## src/rtl/bbt_pkg.sv

```systemverilog
// ----------------------------------------------------------------------------
// bbt_pkg
// Shared types, codes and direction helpers of the binary boundary tracer.
// ----------------------------------------------------------------------------
package bbt_pkg;

   localparam int DEF_MAX_WIDTH  = 512;
   localparam int DEF_MAX_HEIGHT = 512;

   // Clamp arithmetic width: holds the largest supported image dimension
   localparam int DIM_W = 13;

   localparam int CSR_IDX_W  = 1;
   localparam int CSR_DATA_W = 10;

   localparam logic [CSR_IDX_W-1:0]  CSR_IMAGE_WIDTH  = 1'b0;
   localparam logic [CSR_IDX_W-1:0]  CSR_IMAGE_HEIGHT = 1'b1;
   localparam logic [CSR_DATA_W-1:0] DIM_RESET        = 10'd512;

   localparam logic OP_WRITE = 1'b0;
   localparam logic OP_STEP  = 1'b1;

   localparam int           NUM_DIRS  = 8;
   localparam int           PROBE_W   = 4;
   localparam logic [2:0]   DIR_START = 3'd5;

   typedef struct packed {
      logic       opcode;
      logic [8:0] pixel_x;
      logic [8:0] pixel_y;
      logic       pixel_on;
   } req_type;

   typedef struct packed {
      logic [8:0] point_x;
      logic [8:0] point_y;
      logic       is_last;
      logic       start_found;
   } rsp_type;

   typedef enum logic [1:0] {
      ST_IDLE,
      ST_SCAN,
      ST_SEARCH
   } state_type;

   typedef struct packed {
      logic write_pixel;
      logic scan_start;
      logic search_start;
      logic scan_step;
      logic search_step;
   } cmd_type;

   typedef struct packed {
      logic hit;
      logic exhausted;
      logic last;
   } status_type;

   // First neighbor probed after arriving with direction dir
   function automatic logic [2:0] dir_first(input logic [2:0] dir);
      return dir[0] ? dir + 3'd6 : dir + 3'd7;
   endfunction

   function automatic logic moves_east(input logic [2:0] d);
      return (d == 3'd0) || (d == 3'd1) || (d == 3'd7);
   endfunction

   function automatic logic moves_west(input logic [2:0] d);
      return (d == 3'd3) || (d == 3'd4) || (d == 3'd5);
   endfunction

   function automatic logic moves_north(input logic [2:0] d);
      return (d == 3'd1) || (d == 3'd2) || (d == 3'd3);
   endfunction

   function automatic logic moves_south(input logic [2:0] d);
      return (d == 3'd5) || (d == 3'd6) || (d == 3'd7);
   endfunction

endpackage

```

## src/rtl/bbt_ctrl.sv

```systemverilog
// ----------------------------------------------------------------------------
// bbt_ctrl
// Sequencer: start-column scan, neighbor search and trace-active tracking.
// ----------------------------------------------------------------------------
module bbt_ctrl (
   input  logic                   clock,
   input  logic                   reset,
   input  logic                   start,
   input  logic                   req_opcode,
   input  logic                   csr_we,
   input  bbt_pkg::status_type    status,
   output logic                   busy,
   output bbt_pkg::cmd_type       cmd
);
   import bbt_pkg::*;

   state_type state_ff, state_in;
   logic      trace_active_ff, trace_active_in;
   logic      accept;
   logic      done;

   assign accept = start && (state_ff == ST_IDLE);
   assign done   = status.hit || status.exhausted;
   assign busy   = (state_ff != ST_IDLE);

   // Next state
   always_comb begin
      state_in        = state_ff;
      trace_active_in = trace_active_ff;
      unique case (state_ff)
         ST_IDLE: begin
            if (accept && req_opcode == OP_STEP) begin
               state_in = trace_active_ff ? ST_SEARCH : ST_SCAN;
            end else if (accept) begin
               trace_active_in = 1'b0;
            end
         end
         ST_SCAN: begin
            if (done) begin
               state_in        = ST_IDLE;
               trace_active_in = 1'b1;
            end
         end
         ST_SEARCH: begin
            if (done) begin
               state_in        = ST_IDLE;
               trace_active_in = !status.last;
            end
         end
         default: state_in = ST_IDLE;
      endcase
      if (csr_we) begin
         trace_active_in = 1'b0;
      end
   end

   // Outputs
   always_comb begin
      cmd = '0;
      unique case (state_ff)
         ST_IDLE: begin
            cmd.write_pixel  = accept && (req_opcode == OP_WRITE);
            cmd.scan_start   = accept && (req_opcode == OP_STEP) && !trace_active_ff;
            cmd.search_start = accept && (req_opcode == OP_STEP) && trace_active_ff;
         end
         ST_SCAN:   cmd.scan_step   = 1'b1;
         ST_SEARCH: cmd.search_step = 1'b1;
         default:   cmd = '0;
      endcase
   end

   always_ff @(posedge clock) begin
      if (reset) begin
         state_ff        <= ST_IDLE;
         trace_active_ff <= 1'b0;
      end else begin
         state_ff        <= state_in;
         trace_active_ff <= trace_active_in;
      end
   end

endmodule

```

## config.mk

```make
export PLATFORM = sky130hd
export DESIGN_NAME = bbt_ctrl
export DESIGN_NICKNAME = d
export VERILOG_FILES = /design/src/rtl/bbt_pkg.sv /design/src/rtl/bbt_ctrl.sv
export SDC_FILE = /design/constraint.sdc
export NUM_CORES = 1
export LEC_CHECK = 0
export BUFFER_PORTS_ARGS = -buffer_cell sky130_fd_sc_hd__buf_2
export CORE_AREA = 2 2 39 41
export CTS_CLUSTER_DIAMETER = 150
export DETAILED_ROUTE_END_ITERATION = 10
export DIE_AREA = 0 0 41 43
export PLACE_DENSITY = 0.45
export SLEW_MARGIN = 20
export SYNTH_ARGS = -nofsm -noshare
export SYNTH_HDL_FRONTEND = slang
export SYNTH_SLANG_ARGS = --single-unit
```

## constraint.sdc

```tcl
create_clock -name clock -period 2.75 [get_ports clock]
set_input_delay 0.4125 -clock clock [delete_from_list [all_inputs] [get_ports clock]]
set_output_delay 0.4125 -clock clock [all_outputs]
set_load 0.02 [all_outputs]
```

==> metrics, run 1 <==
DRC errors left=0; CTS root buf=clkbuf_4; CP Data Required Time=2.34 ns; mapped cell area=272 um^2; first-pass GRT wire length=862 um; worst vdd ir=152 uV; crit-path cells=inv_1 > ha_1 > nand3_2 > nor2_1 > buf_2; setup_tns=0 ns; H-tree depth=1; gpl congestion=0.599; Initial Utilization=19.6%; Avg Cell Area, Syn=8.23 um^2; initial antenna violation count=0; CTS tree=yes; Hold Path End=state_ff[0]$_SDFFE_PP0P_; Synth Area in Simple Gates=27.6%; worst r2r path cells=5; PortBufs=13; Final Cell Area=383 um^2; Crit. path cell count=5; fin. max-slew vios=0; Worst-Margin Slew=0.415 ns; largest net degree at the start of global routing=6; io pins=14; Yosys warnings=0; number of hold buffers added after cts=0; worst clock skew=0.00235 ns; nets=63; core region area=1380 um^2; adder-cell share of the synthesized area=18.4%; Unique masters post-synth=20; vias per std cell=4.11; Sink Count=3; setup bufs post-CTS=0; Worst Setup Path Type=reg2out; Worst setup EP type=output pin; Final ANT Viol Nets=0; DR pass1 iterations=1; worst-path maximum fanout=5; Hold WC Path Type=in2reg; Place WS=1.21 ns; Synth Area in XOR/XNOR=0%; Post-Route WL=576 um; compound-cell area share of the yosys netlist=22.6%; chip width=41 um; row count=14; launching point of the worst reg2reg path=state_ff[0]$_SDFFE_PP0P_; CP delay by family, top=flip-flops; clock tree buffer depth=2; P per Cell Area=399 nW/um^2; Clk pin slew, worst setup/hold paths=0.03 ns; vias in the first global route=248; reg2reg end=state_ff[1]$_SDFFE_PP0P_; Lkg Pwr=0.000188 uW; most common cell after layout, fill and taps aside=buf_2; f_max=586 MHz; via count=271; area post-placement=357 um^2; Slew HR=72.3%; post-CTS sizing=0; Max-cap violations=0; Wirelength per Cell=8.73 um; worst reg2reg setup slack=1.21 ns; crit path time final=1.71 ns; main combinational cell family by area after synthesis=simple AND/OR/NAND/NOR gates; #FFs+latches synth=3; register area share after synthesis=22.1%; hold path start=reset; First DRT Iteration DRCs=0; most frequent cells in the layout=buf_2 (13), nor2_1 (5), inv_1 (4), ha_1 (4); Synthesized Nets=45; # diodes=0; Area Overhead vs Synth=41.0%; GRT Total Usage=7.32%; CP Buf/Inv Count=2; share of layout cells above drive strength 1=40.0%; worst setup margin=1.04 ns; RSZ-0062 raised after global routing=false; max incr delay on CP=0.33 ns; die footprint=1760 um^2; TritonCTS Buffers=3; Slowest-stage cell, CP=dfxtp_1; GRT overflow=0; status=finished, final reports clean; # setup viols final=0; crit path DAT=1.29 ns; hold depth=2; mux cell area share after synthesis=3.69%; worst-skew pair later-pin latency=0.23 ns; Final period util=62.0%; fin util=27.7%; Die Ht=43 um; cells after synthesis=33; CP startpoint kind=register; Detail Placement HPWL=505 um; final-report hold violation count=0
[registers in the layout, indices dropped and copies added, names as in the netlist]
name,cells
trace_active_ff,1
state_ff,2
[power by group]
part | total, uW | leakage (uW) | switching, uW | internal (uW)
Sequential | 46.0 | 0.0000243 | 1.08 | 44.9
Combinational | 32.5 | 0.000149 | 18.3 | 14.2
Clock | 74.3 | 0.0000150 | 20.1 | 54.2
Total | 153 | 0.000188 | 39.5 | 113
[final cells by class]
class / instances / area, um^2
Fill cell: 165 / 1000
Multi-Input combinational cell: 26 / 196
Clock buffer: 4 / 26.3
Timing Repair Buffer: 13 / 65.1
Tap cell: 16 / 20.0
Inverter: 4 / 15.0
Sequential cell: 3 / 60.1
[layer usage]
| layer | up-vias | share of wire (%) | global-route usage, % | wire length (um) |
|---|---|---|---|---|
| li1 | 145 | - | - | - |
| met1 | 117 | 42 | 6.41 | 242 |
| met2 | 9 | 48 | 12.8 | 278 |
| met3 | 0 | 9.5 | 3.14 | 55 |
| met4 | 0 | 0 | 4.00 | 0 |
| met5 | - | 0 | 0 | 0 |
[synth_stat cells, drive strengths merged]
cell / number / share of area [%]
a21boi: 1 / 2.8
a21oi: 1 / 3.2
a221oi: 1 / 5.5
dfxtp: 3 / 22
ha: 4 / 18
inv: 4 / 5.5
mux2i: 1 / 3.7
nand2: 2 / 2.8
nand3: 1 / 3.7
nor2: 5 / 6.9
nor2b: 1 / 2.3
nor3: 1 / 1.8
nor3b: 1 / 2.8
o211ai: 1 / 2.8
o21a: 1 / 2.8
o21ai: 1 / 1.8
o21ba: 1 / 3.7
or2: 1 / 2.3
or2b: 1 / 2.8
or3: 1 / 2.3
[logic make-up after synthesis]
kind of cell             Yosys count
flip-flops                         3
buffers and inverters              4
AND/OR/NAND/NOR                   14
AO/OA/AOI/OAI                      7
multiplexers                       1
adder cells (fa/ha/maj)            4
[per-stage QoR]
stage	hold WS (ns)	instances	total power (uW)
after floorplan	0.457	33	67.0
after global placement	0.517	62	79.7
after detailed placement	0.510	62	79.5
after CTS	0.368	66	159
after global routing	0.378	66	164
final	0.377	66	153
[worst register-to-register path, stage by stage (launching register included)]
cell and delay, ns:
dfxtp_1 0.37, inv_1 0.08, ha_1 0.29, nor3b_1 0.38
nor3_1 0.10, o21ba_2 0.22
[worst max path at each step]
stage                              from                      endpoint  slack, ns
2_1_floorplan  state_ff[0]$_SDFFE_PP0P_  trace_active_ff$_SDFFE_PP0P_       1.27
3_3_place_gp   state_ff[0]$_SDFFE_PP0P_      state_ff[1]$_SDFFE_PP0P_       1.14
3_5_place_dp   state_ff[0]$_SDFFE_PP0P_      state_ff[1]$_SDFFE_PP0P_       1.21
4_1_cts        state_ff[0]$_SDFFE_PP0P_                        cmd[2]       1.01
5_1_grt        state_ff[0]$_SDFFE_PP0P_                        cmd[2]       0.90
6_report       state_ff[0]$_SDFFE_PP0P_                        cmd[2]       1.04
Note: power is estimated with default switching activity, not from simulation.
==> inputs of run 2 (changes only) <==
--- a/config.mk
+++ b/config.mk
@@ -5,6 +5,7 @@
 export SDC_FILE = /design/constraint.sdc
 export NUM_CORES = 1
 export LEC_CHECK = 0
+export ABC_AREA = 1
 export BUFFER_PORTS_ARGS = -buffer_cell sky130_fd_sc_hd__buf_2
 export CORE_AREA = 2 2 39 41
 export CTS_CLUSTER_DIAMETER = 150
==> constraint.sdc (replaced) <==
create_clock -name clock -period 1.65 [get_ports clock]
set_input_delay 0.2475 -clock clock [delete_from_list [all_inputs] [get_ports clock]]
set_output_delay 0.2475 -clock clock [all_outputs]
set_load 0.02 [all_outputs]
==> metrics, run 2 <==
status=finished, final reports clean (unchanged); Wirelength per Cell=7.13 um (was 8.73 um); most common cell after layout, fill and taps aside=nand2_1 (was buf_2); worst setup margin=0.148 ns (was 1.04 ns); hold depth=2 (unchanged); H-tree depth=1 (unchanged); Unique masters post-synth=11 (was 20); vias per std cell=3.68 (was 4.11); Sink Count=3 (unchanged); ys flop type=dfxtp_1 (unchanged); Slowest-stage cell, CP=dfxtp_1 (unchanged); Worst-Margin Slew=0.138 ns (was 0.415 ns); Flop pwr share=29.0% (was 30.1%); DRC errors left=0 (unchanged); Hold WC Path Type=in2reg (unchanged); launching point of the worst reg2reg path=state_ff[1]$_SDFFE_PP0P_ (was state_ff[0]$_SDFFE_PP0P_); Hold Path End=state_ff[0]$_SDFFE_PP0P_ (unchanged); # diodes=0 (unchanged); GRT Total Usage=7.62% (was 7.32%); Crit. path cell count=5 (unchanged); largest net degree at the start of global routing=6 (unchanged); leading area contributor after synthesis=dfxtp_1 (unchanged); crit-path cells=inv_1 > ha_2 > nand3_2 > nor2_2 > buf_2 (was inv_1 > ha_1 > nand3_2 > nor2_1 > buf_2); core region area=1380 um^2 (unchanged); mapped cell area=262 um^2 (was 272 um^2); gpl congestion=0.644 (was 0.599); Post-synth EDFFs=0 (unchanged); leading cell types by total area after synthesis=dfxtp_1 (23%), nand2_1 (22%), ha_1 (19%), inv_1 (10%), nor2_1 (7.2%) (was dfxtp_1 (22%), ha_1 (18%), nor2_1 (6.9%), a221oi_2 (5.5%), inv_1 (5.5%)); worst-skew pair later-pin latency=0.23 ns (about the same); top flop regs=state_ff x2, trace_active_ff x1 (unchanged); nets=72 (was 63); TritonCTS Buffers=3 (unchanged); #FFs+latches synth=3 (unchanged); Post-Route WL=535 um (was 576 um); Max-cap violations=0 (unchanged); number of hold buffers added after cts=0 (unchanged); Final ANT Viol Nets=0 (unchanged); Place WS=0.318 ns (was 1.21 ns); CP Buf/Inv Count=2 (unchanged); Worst Setup Path Type=reg2out (unchanged); ys async rst share=0% (unchanged); chip width=41 um (unchanged); First DRT Iteration DRCs=1 (was 0); register bank with the most flops=state_ff (unchanged); final-report hold violation count=0 (unchanged); Final period util=91.1%; cells after synthesis=42 (was 33); clock tree buffer depth=2 (unchanged); fin. max-slew vios=0 (unchanged); hold path start=reset (unchanged); most common cell in the netlist=nand2_1 (was nor2_1); switching share of power=29.2% (was 25.9%); Slew HR=90.8% (was 72.3%); setup_tns=0 ns (unchanged); area share of the largest cell type after synthesis=23.0% (was 22.1%); Worst setup EP type=output pin (unchanged); Die Ht=43 um (unchanged); switching power=79.8 uW (was 39.5 uW); Yosys warnings=0 (unchanged); number of flip-flops in the largest register=2 (unchanged); f_max=666 MHz; PortBufs=13 (unchanged); worst-path maximum fanout=5 (unchanged); Detail Placement HPWL=465 um (was 505 um); worst clock skew=0.00113 ns (was 0.00235 ns); Initial Utilization=18.9% (was 19.6%); vias in the first global route=247 (was 248); row count=14 (unchanged); Lkg Pwr=0.000209 uW (was 0.000188 uW); max incr delay on CP=0.32 ns (was 0.33 ns); via count=276 (was 271); Area Overhead vs Synth=43.5% (was 41.0%); Clk pwr share=46.2% (was 48.6%); RSZ-0062 raised after global routing=false (unchanged); worst vdd ir=223 uV (was 152 uV); CTS root buf=clkbuf_4 (unchanged); initial antenna violation count=0 (unchanged); Avg Cell Area, Syn=6.23 um^2 (was 8.23 um^2); share of layout cells above drive strength 1=37.3% (was 40.0%); GRT overflow=0 (unchanged); top cells by count, synth=nand2_1 (15), inv_1 (7), nor2_1 (5) (was nor2_1 (5), ha_1 (4), inv_1 (4)); # setup viols final=0 (unchanged); DR pass1 iterations=2 (was 1); die footprint=1760 um^2 (unchanged); P per Cell Area=729 nW/um^2 (was 399 nW/um^2); Synthesized Nets=54 (was 45); reg2reg end=trace_active_ff$_SDFFE_PP0P_ (was state_ff[1]$_SDFFE_PP0P_); post-CTS sizing=0 (unchanged); Final Cell Area=375 um^2 (was 383 um^2); Clk pin slew, worst setup/hold paths=0.03 ns (about the same); Int Power=194 uW (was 113 uW); io pins=14 (unchanged); worst r2r path cells=8 (was 5); CP delay by family, top=flip-flops (unchanged); setup bufs post-CTS=0 (unchanged); Comb pwr share=24.7% (was 21.3%); # fillers=174 (was 165); most frequent cells in the layout=nand2_1 (15), buf_2 (13), inv_1 (7), nor2_1 (5) (was buf_2 (13), nor2_1 (5), inv_1 (4), ha_1 (4)); CP startpoint kind=register (unchanged); CP Data Required Time=1.40 ns (was 2.34 ns); crit path time final=1.50 ns; crit path DAT=1.25 ns (was 1.29 ns); first-pass GRT wire length=828 um (was 862 um); worst reg2reg setup slack=0.45 ns (was 1.21 ns); register area share after synthesis=23.0% (was 22.1%); CTS tree=yes (unchanged); area post-placement=347 um^2 (was 357 um^2)
## run 2: layout make-up
cell class                 instances  area (um^2)  area share, %
clock buffer                       4         26.3           7.00
inverter                           8         30.0           8.00
multi-input combinational         31          174           46.3
tap                               16         20.0           5.33
sequential                         3         60.1           16.0
timing repair buffer              13         65.1           17.3
## run 2: how the worst max path moves through the flow
stage                                           to                      from
after floorplan           state_ff[0]$_SDFFE_PP0P_  state_ff[0]$_SDFFE_PP0P_
after detailed placement                    cmd[3]  state_ff[0]$_SDFFE_PP0P_
after CTS                                   cmd[3]  state_ff[0]$_SDFFE_PP0P_
after global routing                        cmd[2]  state_ff[1]$_SDFFE_PP0P_
after global placement                      cmd[3]  state_ff[0]$_SDFFE_PP0P_
final                                       cmd[3]  state_ff[1]$_SDFFE_PP0P_
## run 2: power by group through the flow
stage | Sequential [uW] | Clock (uW) | Combinational, uW
2_1_floorplan | 80.0 | 0 | 45.4
3_3_place_gp | 80.6 | 0 | 68.8
3_5_place_dp | 80.7 | 0 | 68.2
4_1_cts | 79.4 | 136 | 68.5
5_1_grt | 79.8 | 150 | 77.6
6_report | 79.4 | 126 | 67.6
## run 2: through the flow
stage / utilization (%) / hold WS, ns / std cells / power [uW]
after floorplan: - / 0.310 / 42 / 125
after global placement: 25.0 / 0.444 / 71 / 149
after detailed placement: 25.0 / 0.444 / 71 / 149
after CTS: 26.9 / 0.198 / 75 / 284
after global routing: 27.1 / 0.187 / 75 / 308
final: 27.1 / 0.208 / 75 / 273
## run 2: logic make-up (layout without fill, tap and decap cells)
logic type	Yosys count	in the layout	share of synthesized area [%]
and+or+nand+nor	24	24	39.2
AOI/OAI and AO/OA	3	3	7.18
DFF	3	3	23.0
buffers and inverters	8	25	11.5
adders and majority gates	4	4	19.1
## run 2: worst register-to-register path, stage by stage (launching register included)
cell and delay (ns):
dfxtp_1 0.36, inv_1 0.08, ha_1 0.20, inv_2 0.06, nand2_1 0.06, nand2_1 0.06, nand3_1 0.09, nor2_1 0.13
nor2_1 0.05
## run 2: layer usage
metal | track usage (%) | vias up | wire (um)
met1 | 5.75 | 113 | 213
met2 | 11.6 | 6 | 293
met3 | 4.71 | 0 | 28
li1 | - | 157 | -
met5 | 0 | - | 0
met4 | 8.00 | 0 | 0
